$ cat src/design/uvs_pkg.sv
`default_nettype none
package uvs_pkg;

  localparam int IDX_W     = 9;
  localparam int COUNT_W   = 9;
  localparam int RAD_W     = 16;
  localparam int POS_W     = 17;
  localparam int NORM_W    = 16;
  localparam int TEX_W     = 17;
  localparam int VTX_W     = 17;
  localparam int REM_W     = 10;
  localparam int SEC_Q_W   = 33;
  localparam int STK_Q_W   = 32;
  localparam int PH_W      = 32;
  localparam int CW        = 34;
  localparam int SC_W      = 16;
  localparam int ATAN_LEN  = 24;
  localparam int DIV_STEPS = 33;
  localparam int TEX_STEP  = 16;
  localparam int STK_STEP  = 31;
  localparam int SEC_STEP  = 32;

  localparam int CFG_IDX_W  = 2;
  localparam int CFG_DATA_W = 16;
  localparam logic [CFG_IDX_W-1:0] REG_RADIUS  = 2'd0;
  localparam logic [CFG_IDX_W-1:0] REG_SECTORS = 2'd1;
  localparam logic [CFG_IDX_W-1:0] REG_STACKS  = 2'd2;

  localparam logic [RAD_W-1:0]   RADIUS_RST  = 16'd256;
  localparam logic [COUNT_W-1:0] SECTORS_RST = 9'd36;
  localparam logic [COUNT_W-1:0] STACKS_RST  = 9'd18;

  localparam logic [PH_W-1:0] QUARTER_TURN = 32'h4000_0000;
  localparam logic [PH_W-1:0] HALF_TURN    = 32'h8000_0000;
  localparam logic signed [CW-1:0] CORDIC_X0 = 34'sd652032874;

  typedef struct packed {
    logic             upper;
    logic             lower;
    logic [VTX_W-1:0] corner;
    logic [VTX_W-1:0] below;
  } side_t;

  typedef struct packed {
    side_t              side;
    logic [REM_W-1:0]   sec_rem;
    logic [REM_W-1:0]   stk_rem;
    logic [SEC_Q_W-1:0] sec_q;
    logic [STK_Q_W-1:0] stk_q;
    logic [TEX_W-1:0]   tex_u;
    logic [TEX_W-1:0]   tex_v;
    logic [PH_W-1:0]    sec_ph;
    logic [PH_W-1:0]    stk_ph;
  } div_t;

  typedef struct packed {
    logic signed [CW-1:0] x;
    logic signed [CW-1:0] y;
    logic signed [CW-1:0] z;
    logic                 neg;
  } rot_t;

  typedef struct packed {
    side_t            side;
    logic [TEX_W-1:0] tex_u;
    logic [TEX_W-1:0] tex_v;
    rot_t             stk;
    rot_t             sec;
  } cor_t;

  function automatic logic signed [CW-1:0] atan_phase(input int k);
    logic signed [CW-1:0] a;
    case (k)
      0:       a = 34'sd536870912;
      1:       a = 34'sd316933406;
      2:       a = 34'sd167458907;
      3:       a = 34'sd85004756;
      4:       a = 34'sd42667331;
      5:       a = 34'sd21354465;
      6:       a = 34'sd10679838;
      7:       a = 34'sd5340245;
      8:       a = 34'sd2670163;
      9:       a = 34'sd1335087;
      10:      a = 34'sd667544;
      11:      a = 34'sd333772;
      12:      a = 34'sd166886;
      13:      a = 34'sd83443;
      14:      a = 34'sd41722;
      15:      a = 34'sd20861;
      16:      a = 34'sd10430;
      17:      a = 34'sd5215;
      18:      a = 34'sd2608;
      19:      a = 34'sd1304;
      20:      a = 34'sd652;
      21:      a = 34'sd326;
      22:      a = 34'sd163;
      23:      a = 34'sd81;
      default: a = 34'sd0;
    endcase
    return a;
  endfunction

endpackage
`default_nettype wire

$ cat src/design/uvs_cordic_cell.sv
`default_nettype none
module uvs_cordic_cell #(
  parameter int K = 0
) (
  input  wire logic          clk,
  input  wire logic          rst,
  input  wire logic          in_valid,
  output logic               in_ready,
  input  wire uvs_pkg::cor_t in_data,
  output logic               out_valid,
  input  wire logic          out_ready,
  output uvs_pkg::cor_t      out_data
);

  logic          en;
  uvs_pkg::cor_t d;

  function automatic uvs_pkg::rot_t rotate(input uvs_pkg::rot_t r);
    uvs_pkg::rot_t        o;
    logic signed [uvs_pkg::CW-1:0] xs;
    logic signed [uvs_pkg::CW-1:0] ys;
    o  = r;
    xs = r.x >>> K;
    ys = r.y >>> K;
    if (!r.z[uvs_pkg::CW-1]) begin
      o.x = r.x - ys;
      o.y = r.y + xs;
      o.z = r.z - uvs_pkg::atan_phase(K);
    end else begin
      o.x = r.x + ys;
      o.y = r.y - xs;
      o.z = r.z + uvs_pkg::atan_phase(K);
    end
    return o;
  endfunction

  assign en       = !out_valid || out_ready;
  assign in_ready = en;

  always_comb begin
    d     = in_data;
    d.stk = rotate(in_data.stk);
    d.sec = rotate(in_data.sec);
  end

  always_ff @(posedge clk) begin
    if (rst) begin
      out_valid <= 1'b0;
    end else if (en) begin
      out_valid <= in_valid;
    end
  end

  always_ff @(posedge clk) begin
    if (en) begin
      out_data <= d;
    end
  end

endmodule
`default_nettype wire

$ cat config.mk
export PLATFORM = sky130hd
export DESIGN_NAME = uvs_cordic_cell
export DESIGN_NICKNAME = d
export VERILOG_FILES = /design/src/design/uvs_pkg.sv /design/src/design/uvs_cordic_cell.sv
export SDC_FILE = /design/constraint.sdc
export NUM_CORES = 1
export LEC_CHECK = 0
export BUFFER_PORTS_ARGS = -buffer_cell sky130_fd_sc_hd__buf_4
export CAP_MARGIN = 20
export CORE_UTILIZATION = 25
export CTS_BUF_LIST = sky130_fd_sc_hd__clkbuf_8
export DETAILED_ROUTE_END_ITERATION = 12
export SKIP_CTS_REPAIR_TIMING = 1
export SYNTH_ARGS = -nofsm -noshare
export SYNTH_HDL_FRONTEND = slang
export SYNTH_SLANG_ARGS = --single-unit
$ cat constraint.sdc
create_clock -name clk -period 10.7 [get_ports clk]
set_input_delay 0.535 -clock clk [delete_from_list [all_inputs] [get_ports clk]]
set_output_delay 0.535 -clock clk [all_outputs]
set_load 0.005 [all_outputs]
==> results.cfg <==
[outcome]
status = completed

[setup_path]
critical_path_class = flop to primary output
arrival_ps = 2790
r2r_setup_slack_ps = 8390
r2r_cells = 3
startpoint = out_valid$_SDFFE_PP0P_
worstReg2RegEnd = out_data[224]$_DFFE_PP_
worst-path-max-fanout = 54
crit_path_end_kind = primary output
worstPathRequired_ps = 10170
crit_end = in_ready
r2r_start = out_valid$_SDFFE_PP0P_
start_kind = flop

[floorplan]
floorplan.die_area_um2 = 80100
start_util_pct = 25.4
core-area_um2 = 77700
die_h_um = 283
ioPinCount = 558
rows = 102
die_w_um = 283

[timing]
holdWs_ps = 48.4
fin_crit_ps = 3330
tightest_slew_ps = 1120
fin_crit_sh_pct = 31.1
rsz0062_at_grt = false
fin_skew_ps = 32.3
hold_viol = 0
slew_headroom_pct = 25.2
setup-tns-final_ps = 0
max_freq_mhz = 301
slew_viol_final = 0
finalSetupViolCount = 0

[synthesis]
yosysSeqAreaShare_pct = 41.8
syn_area_um2 = 19700
synth_warnings = 0
avgSynthCellArea_um2 = 9.72
synthTopCellsByArea = edfxtp_1 42%, ha_1 13%, a21oi_1 5.9%, xnor2_1 4.8%, inv_1 3.7%
synth.top_cell.area_share_pct = 41.7
synth_top_area_cell = edfxtp_1
synth_cells = 2031
synth_most_common_cell = edfxtp_1
synth-edff-count = 274
synth_nets = 2523
yosys-top-cells-count = 274 x edfxtp_1, 232 x a21oi_1, 204 x ha_1
ys_async_sr_fraction_pct = 0
yosys_register_bits = 275
synth_cell_types = 95
synth_flop_cell = edfxtp_1

[pwr]
power_density_nw_per_um2 = 142
p_leak_nw = 11.5
ir_worst_vdd_uv = 82.2

[routing]
drc = 0
dr_total_vias = 17600
wl_um = 72200
drtIter0Drc = 1383
dr.pass1.iters = 6
post_drt_wl_per_cell_um = 19.8
viasPerCell = 4.82
ant_nets = 0

[final_layout]
layout.nets = 3056
post-route-util_pct = 33.5
drive_above_1_share_pct = 26.4
fillerInstances = 8064
fin_area_um2 = 26000
area_growth_pct = 31.9

[global_route]
grt_pass1_wl_um = 107000
grt_max_degree = 161
grt_pass1_vias = 16900
grt.total_usage_pct = 17.2
antenna_found_initial = 14
overflow = 0

[clocking]
clock_path_buffers = 3
tritoncts = yes
path_clk_slew_ps = 60
cts.htree.levels = 2
clkLatencyLatePin_ps = 660
cts.root.buffer_cell = clkbuf_8
numClockSinks = 275
cts_buffers = 53

[job]
max_cap_viol_count = 0

[place]
numPortBuffers = 557
place_area_um2 = 24900
dpl.hpwl_um = 57000
routabilityCongestion = 0.936

[hold_path]
hold_class = input port to flop
[worst min path at each step]
| stage | from | to | cells after the start |
|---|---|---|---|
| floorplan | rst | out_valid$_SDFFE_PP0P_ | 1 |
| global placement | rst | out_valid$_SDFFE_PP0P_ | 2 |
| detailed placement | rst | out_valid$_SDFFE_PP0P_ | 2 |
| CTS | in_data[210] | out_data[210]$_DFFE_PP_ | 1 |
| global route | in_data[250] | out_data[250]$_DFFE_PP_ | 1 |
| finish | in_data[223] | out_data[223]$_DFFE_PP_ | 1 |
[sequential cells by signal (all words and copies together), names as in the netlist]
name,flops
out_valid,1
out_data,274
[where the power goes]
part           internal (mW)  leakage (nW)  switching [mW]
clock                  0.592         0.610           0.505
combinational          0.508          8.05           0.627
sequential              1.39          2.85          0.0633
[layout by cell type, fill, tap and decap left out, types with 5 or more instances in the layout]
cell type / netlist / final
buf_4: 4 / 563
edfxtp_1: 274 / 274
a21oi_1: 232 / 232
inv_1: 192 / 205
ha_1: 204 / 204
nor2_1: 180 / 180
o21ai_0: 118 / 118
xnor2_1: 108 / 108
nand2_1: 92 / 92
clkbuf_8: 0 / 53
a21o_1: 46 / 46
o21bai_1: 39 / 39
nand3_1: 33 / 33
nor3_1: 30 / 30
nor2b_1: 29 / 29
o21ai_1: 28 / 28
xor2_1: 27 / 27
a211oi_1: 26 / 26
nand4_1: 21 / 21
mux2i_1: 19 / 19
o31ai_1: 17 / 17
o211ai_1: 16 / 16
clkinv_1: 5 / 13
or3_1: 13 / 13
clkinv_2: 0 / 13
nand2b_1: 13 / 12
o21a_1: 12 / 12
a31oi_1: 12 / 12
nor4_1: 8 / 8
nand3b_1: 8 / 8
fa_1: 8 / 8
a221oi_1: 7 / 7
a211o_1: 7 / 7
inv_2: 7 / 7
diode_2: 0 / 6
bufinv_16: 0 / 5
[worst max-delay path, stage by stage (launching register included)]
cell and delay (ps):
dfxtp_1 330, nand2b_4 220, buf_4 660, buf_4 640, buf_4 220
[layout make-up]
type | count | area [um2] | area share [%]
Antenna cell | 6 | 15.0 | 0.0577
Clock buffer | 53 | 729 | 2.80
Clock inverter | 44 | 352 | 1.35
Inverter | 204 | 766 | 2.94
Multi-Input combinational cell | 1463 | 10300 | 39.7
Sequential cell | 275 | 8250 | 31.7
Tap cell | 1040 | 1300 | 5.00
Timing Repair Buffer | 567 | 4280 | 16.4
[per-layer routing]
metal	wire, um	vias to the layer above	global-route usage, %
met5	52	-	0
li1	-	8360	-
met4	1640	8	5.01
met3	4760	101	3.33
met1	31400	8403	22.4
met2	34300	714	28.5
[stage by stage]
| step | total power [mW] | std cells | setup slack [ps] |
|---|---|---|---|
| floorplan | 2.03 | 2031 | 2850 |
| finish | 3.68 | 3652 | 7370 |
| global placement | 2.60 | 3546 | 7000 |
| global route | 3.87 | 3652 | 7150 |
| detailed placement | 2.59 | 3546 | 6860 |
| CTS | 3.73 | 3643 | 7290 |
[cell families after synthesis]
| family | after synthesis | synth area share [%] |
|---|---|---|
| AO/OA/AOI/OAI | 637 | 20.5 |
| XOR/XNOR | 135 | 5.99 |
| adder cells (fa/ha/maj) | 212 | 13.7 |
| buffers and inverters | 293 | 5.88 |
| flip-flops | 275 | 41.8 |
| multiplexers | 20 | 1.02 |
| AND/OR/NAND/NOR | 459 | 11.1 |
(Power assumes the default switching activity.)
