$ cat src/design/uvs_pkg.sv
`default_nettype none
package uvs_pkg;

  localparam int IDX_W     = 9;
  localparam int COUNT_W   = 9;
  localparam int RAD_W     = 16;
  localparam int POS_W     = 17;
  localparam int NORM_W    = 16;
  localparam int TEX_W     = 17;
  localparam int VTX_W     = 17;
  localparam int REM_W     = 10;
  localparam int SEC_Q_W   = 33;
  localparam int STK_Q_W   = 32;
  localparam int PH_W      = 32;
  localparam int CW        = 34;
  localparam int SC_W      = 16;
  localparam int ATAN_LEN  = 24;
  localparam int DIV_STEPS = 33;
  localparam int TEX_STEP  = 16;
  localparam int STK_STEP  = 31;
  localparam int SEC_STEP  = 32;

  localparam int CFG_IDX_W  = 2;
  localparam int CFG_DATA_W = 16;
  localparam logic [CFG_IDX_W-1:0] REG_RADIUS  = 2'd0;
  localparam logic [CFG_IDX_W-1:0] REG_SECTORS = 2'd1;
  localparam logic [CFG_IDX_W-1:0] REG_STACKS  = 2'd2;

  localparam logic [RAD_W-1:0]   RADIUS_RST  = 16'd256;
  localparam logic [COUNT_W-1:0] SECTORS_RST = 9'd36;
  localparam logic [COUNT_W-1:0] STACKS_RST  = 9'd18;

  localparam logic [PH_W-1:0] QUARTER_TURN = 32'h4000_0000;
  localparam logic [PH_W-1:0] HALF_TURN    = 32'h8000_0000;
  localparam logic signed [CW-1:0] CORDIC_X0 = 34'sd652032874;

  typedef struct packed {
    logic             upper;
    logic             lower;
    logic [VTX_W-1:0] corner;
    logic [VTX_W-1:0] below;
  } side_t;

  typedef struct packed {
    side_t              side;
    logic [REM_W-1:0]   sec_rem;
    logic [REM_W-1:0]   stk_rem;
    logic [SEC_Q_W-1:0] sec_q;
    logic [STK_Q_W-1:0] stk_q;
    logic [TEX_W-1:0]   tex_u;
    logic [TEX_W-1:0]   tex_v;
    logic [PH_W-1:0]    sec_ph;
    logic [PH_W-1:0]    stk_ph;
  } div_t;

  typedef struct packed {
    logic signed [CW-1:0] x;
    logic signed [CW-1:0] y;
    logic signed [CW-1:0] z;
    logic                 neg;
  } rot_t;

  typedef struct packed {
    side_t            side;
    logic [TEX_W-1:0] tex_u;
    logic [TEX_W-1:0] tex_v;
    rot_t             stk;
    rot_t             sec;
  } cor_t;

  function automatic logic signed [CW-1:0] atan_phase(input int k);
    logic signed [CW-1:0] a;
    case (k)
      0:       a = 34'sd536870912;
      1:       a = 34'sd316933406;
      2:       a = 34'sd167458907;
      3:       a = 34'sd85004756;
      4:       a = 34'sd42667331;
      5:       a = 34'sd21354465;
      6:       a = 34'sd10679838;
      7:       a = 34'sd5340245;
      8:       a = 34'sd2670163;
      9:       a = 34'sd1335087;
      10:      a = 34'sd667544;
      11:      a = 34'sd333772;
      12:      a = 34'sd166886;
      13:      a = 34'sd83443;
      14:      a = 34'sd41722;
      15:      a = 34'sd20861;
      16:      a = 34'sd10430;
      17:      a = 34'sd5215;
      18:      a = 34'sd2608;
      19:      a = 34'sd1304;
      20:      a = 34'sd652;
      21:      a = 34'sd326;
      22:      a = 34'sd163;
      23:      a = 34'sd81;
      default: a = 34'sd0;
    endcase
    return a;
  endfunction

endpackage
`default_nettype wire

$ cat src/design/uvs_div_cell.sv
`default_nettype none
module uvs_div_cell #(
  parameter int STEP = 0
) (
  input  wire logic                        clk,
  input  wire logic                        rst,
  input  wire logic [uvs_pkg::COUNT_W-1:0] sec_n,
  input  wire logic [uvs_pkg::COUNT_W-1:0] stk_n,
  input  wire logic                        in_valid,
  output logic                             in_ready,
  input  wire uvs_pkg::div_t               in_data,
  output logic                             out_valid,
  input  wire logic                        out_ready,
  output uvs_pkg::div_t                    out_data
);

  logic                        en;
  uvs_pkg::div_t               d;
  logic [uvs_pkg::REM_W-1:0]   sec_t;
  logic [uvs_pkg::REM_W-1:0]   stk_t;
  logic [uvs_pkg::REM_W-1:0]   sec_nw;
  logic [uvs_pkg::REM_W-1:0]   stk_nw;
  logic [uvs_pkg::REM_W-1:0]   sec_half;
  logic [uvs_pkg::REM_W-1:0]   stk_half;
  logic                        sec_bit;
  logic                        stk_bit;
  logic                        sec_rnd;
  logic                        stk_rnd;

  assign en       = !out_valid || out_ready;
  assign in_ready = en;

  always_comb begin
    d        = in_data;
    sec_nw   = {1'b0, sec_n};
    stk_nw   = {1'b0, stk_n};
    sec_half = (sec_nw + 10'd1) >> 1;
    stk_half = (stk_nw + 10'd1) >> 1;
    sec_t    = (STEP == 0) ? in_data.sec_rem : {in_data.sec_rem[uvs_pkg::REM_W-2:0], 1'b0};
    stk_t    = (STEP == 0) ? in_data.stk_rem : {in_data.stk_rem[uvs_pkg::REM_W-2:0], 1'b0};
    sec_bit  = sec_t >= sec_nw;
    stk_bit  = stk_t >= stk_nw;
    d.sec_rem = sec_bit ? sec_t - sec_nw : sec_t;
    d.sec_q   = {in_data.sec_q[uvs_pkg::SEC_Q_W-2:0], sec_bit};
    if (STEP <= uvs_pkg::STK_STEP) begin
      d.stk_rem = stk_bit ? stk_t - stk_nw : stk_t;
      d.stk_q   = {in_data.stk_q[uvs_pkg::STK_Q_W-2:0], stk_bit};
    end
    sec_rnd = d.sec_rem >= sec_half;
    stk_rnd = d.stk_rem >= stk_half;
    if (STEP == uvs_pkg::TEX_STEP) begin
      d.tex_u = d.sec_q[uvs_pkg::TEX_W-1:0] + {16'd0, sec_rnd};
      d.tex_v = d.stk_q[uvs_pkg::TEX_W-1:0] + {16'd0, stk_rnd};
    end
    if (STEP == uvs_pkg::STK_STEP) begin
      d.stk_ph = uvs_pkg::QUARTER_TURN - (d.stk_q + {31'd0, stk_rnd});
    end
    if (STEP == uvs_pkg::SEC_STEP) begin
      d.sec_ph = d.sec_q[uvs_pkg::PH_W-1:0] + {31'd0, sec_rnd};
    end
  end

  always_ff @(posedge clk) begin
    if (rst) begin
      out_valid <= 1'b0;
    end else if (en) begin
      out_valid <= in_valid;
    end
  end

  always_ff @(posedge clk) begin
    if (en) begin
      out_data <= d;
    end
  end

endmodule
`default_nettype wire

$ cat config.mk
export PLATFORM = sky130hd
export DESIGN_NAME = uvs_div_cell
export DESIGN_NICKNAME = d
export VERILOG_FILES = /design/src/design/uvs_pkg.sv /design/src/design/uvs_div_cell.sv
export SDC_FILE = /design/constraint.sdc
export NUM_CORES = 1
export LEC_CHECK = 0
export BUFFER_PORTS_ARGS = -buffer_cell sky130_fd_sc_hd__buf_2
export CELL_PAD_IN_SITES_DETAIL_PLACEMENT = 2
export CELL_PAD_IN_SITES_GLOBAL_PLACEMENT = 2
export CORE_AREA = 2 2 179 181
export DETAILED_ROUTE_END_ITERATION = 16
export DIE_AREA = 0 0 181 183
export GPL_TIMING_DRIVEN = 0
export HOLD_SLACK_MARGIN = 0.02
export PLACE_DENSITY_LB_ADDON = 0.1
export RECOVER_POWER = 50
export SLEW_MARGIN = 20
export SYNTH_ARGS = -nofsm -noshare
export SYNTH_HDL_FRONTEND = slang
export SYNTH_SLANG_ARGS = --single-unit
$ cat constraint.sdc
create_clock -name clk -period 10.7 [get_ports clk]
set_input_delay 0.535 -clock clk [delete_from_list [all_inputs] [get_ports clk]]
set_output_delay 0.535 -clock clk [all_outputs]
set_load 0.01 [all_outputs]
==> results.json <==
{
  "status": "finished, violations left",
  "violations": "capacitance limit, slew limit",
  "min_to": "out_data[45]$_DFFE_PP_",
  "path_class": "reg -> out",
  "synth_area_per_cell_um2": 20.6,
  "whs_path_depth": 1,
  "synth_seq_cells": 220,
  "min_from": "in_data[45]",
  "h-tree-depth": 1,
  "yosysSeqAreaShare_pct": 84.9,
  "hold_path_class": "in -> reg",
  "num_rows": 65,
  "numCtsBuffers": 26,
  "slew_headroom_pct": -83.0,
  "ant_nets": 0,
  "p_per_area_nw_per_um2": 188,
  "dr_total_vias": 5422,
  "worstSetupStartpointType": "flop",
  "max_freq_mhz": 224,
  "dieWidth_um": 181,
  "cts_setup_buffers": 0,
  "dp.cells": 1242,
  "period_share_pct": 41.7,
  "final_nets": 1129,
  "cts-root-buf": "clkbuf_16",
  "whs_ns": 0.172,
  "wl_per_cell_um": 22.0,
  "crit_arrival_ns": 3.92,
  "setup_violations": 0,
  "fillCellCount": 3284,
  "grt_setup_unrepaired": "no",
  "hpwlAfterDp_mm": 22.9,
  "path_clk_slew_ns": 0.06,
  "critPathLaunch": "out_valid$_SDFFE_PP0P_",
  "skew_ns": 0.0264,
  "route.detailed.drc": 0,
  "fin_util_pct": 36.7,
  "portBuffers": 459,
  "syn_nets": 638,
  "wl_mm": 28.5,
  "antenna_found_initial": 12,
  "hold_viol_final": 0,
  "cts_tree": "done",
  "start_util_pct": 24.9,
  "fp.dieH_um": 183,
  "grt_overflow": 0,
  "syn_to_final_growth_pct": 47.2,
  "drive_gt1_share_pct": 56.1,
  "synth_commonest_cells": "edfxtp_1 (219), inv_1 (23), ha_1 (18), a21oi_1 (14), nor2_1 (11)",
  "timing.rr.start": "out_valid$_SDFFE_PP0P_",
  "dieArea_um2": 33100,
  "multi_input_comb_area_um2": 1070,
  "grt_usage_pct": 16.4,
  "cts.path.max_buffers": 3,
  "cts.sink_count": 220,
  "yosysMostFrequentCell": "edfxtp_1",
  "stdcell_count": 1297,
  "grt_pass1_wl_mm": 39.9,
  "grt_max_degree": 60,
  "dr.pass1.iters": 4,
  "tns_ns": 0,
  "synth_edf_count": 219,
  "drt_iter0_markers": 259,
  "avgViaCountPerCell": 4.18,
  "gp_congestion": 0.812,
  "dpl_cell_area_um2": 10700,
  "fin_area_um2": 11400,
  "ff2ff_setup_slack_ns": 6.29,
  "crit_fanout": 40,
  "worst_pin_slew_ns": 2.74,
  "crit_required_ns": 10.17,
  "regArea_um2": 6600,
  "yosys.area.top_type": "edfxtp_1",
  "synth_cell_type_count": 45,
  "yosys_warnings": 0,
  "synth_top_area_share_pct": 84.6,
  "endpoint_kind": "primary output",
  "syn_area_um2": 7770,
  "r2r_end": "out_data[33]$_DFFE_PP_",
  "synth_top_flop_cell": "edfxtp_1",
  "grt_pass1_vias": 5827,
  "synth_cells": 377,
  "min_period_ns": 4.46,
  "cap_violations": 3,
  "yosys-top-cells-area": "edfxtp_1 (85%), ha_1 (2.9%), mux2_4 (1.4%)",
  "pin_count": 462,
  "fp.coreArea_um2": 31200,
  "ff2ff_path_depth": 4,
  "synth-async-reset-ratio_pct": 0,
  "ir_drop_mv": 0.105,
  "p_leak_nw": 5.12,
  "cts-resized-gates": 0,
  "clk_latency_ns": 0.54,
  "slew_viol_final": 123,
  "holdBufCountCts": 0
}
==> per-stage QoR <==
step                worst slack (ns)  power, mW
floorplan                       4.20       1.18
global placement                1.25       1.33
detailed placement              7.43       1.33
CTS                             7.98       2.20
global route                    5.76       2.24
finish                          6.24       2.15
==> worst max-delay path: stages, from the launching register on <==
cell and delay, ns:
dfxtp_1 0.31, nand2b_1 1.05, clkbuf_1 1.66, buf_2 0.37
==> metal layers <==
metal	up-vias	share of wire, %	wire length [um]	track usage (%)
li1	2466	-	-	-
met1	2657	35	10000	16.8
met2	240	53	15100	30.4
met3	49	9.1	2590	6.93
met4	10	2.6	741	5.07
met5	-	0.24	69	0
==> sequential cells by signal, indices dropped and copies added (netlist names) <==
signal and flops:
out_data 219, out_valid 1
==> how the worst max path moves through the flow <==
| stage | to | slack (ns) | depth (start not counted) |
|---|---|---|---|
| after global routing | in_ready | 5.76 | 3 |
| after global placement | in_ready | 1.25 | 3 |
| final | in_ready | 6.24 | 3 |
| after floorplan | out_valid$_SDFFE_PP0P_ | 4.20 | 2 |
| after CTS | out_data[180]$_DFFE_PP_ | 7.98 | 11 |
| after detailed placement | out_data[180]$_DFFE_PP_ | 7.43 | 11 |
==> final cells by class <==
type | instances | share of cell area, %
clock buffers | 28 | 5.75
flip-flops and latches | 220 | 57.6
well taps | 402 | 4.39
diodes | 7 | 0.153
clock inverters | 20 | 1.39
multi-input cells | 130 | 9.32
plain buffers | 4 | 0.208
inverters | 23 | 0.754
repair buffers | 463 | 20.4
==> layout by cell type (no fill, tap or decap), drive strengths merged, types with 5 or more instances in the layout <==
| cell type | Yosys | routed |
|---|---|---|
| edfxtp | 219 | 219 |
| a21o | 9 | 9 |
| buf | 2 | 444 |
| diode | 0 | 7 |
| nand2 | 8 | 8 |
| ha | 18 | 18 |
| clkbuf | 2 | 51 |
| clkinv | 0 | 17 |
| xor2 | 5 | 5 |
| inv | 23 | 23 |
| o21ai | 8 | 8 |
| and3 | 5 | 5 |
| a211oi | 5 | 5 |
| mux2 | 12 | 12 |
| xnor2 | 7 | 7 |
| a21oi | 14 | 14 |
| nor2 | 11 | 11 |
==> power by group <==
part,switching [mW],internal [mW]
clock,0.351,0.492
sequential,0.0180,1.03
combinational,0.145,0.112
total,0.514,1.63
==> logic make-up (layout without fill, tap and decap cells) <==
group,Yosys count,count (layout),synth area share [%]
adders and majority gates,20,20,3.41
AOI/OAI and AO/OA,50,50,4.38
and+or+nand+nor,34,34,2.25
muxes,14,14,2.33
DFF,220,220,84.9
other,0,7,0
buffers and inverters,27,538,1.42
xor gates and xnor gates,12,12,1.35
Power figures use the tool's default switching activity.
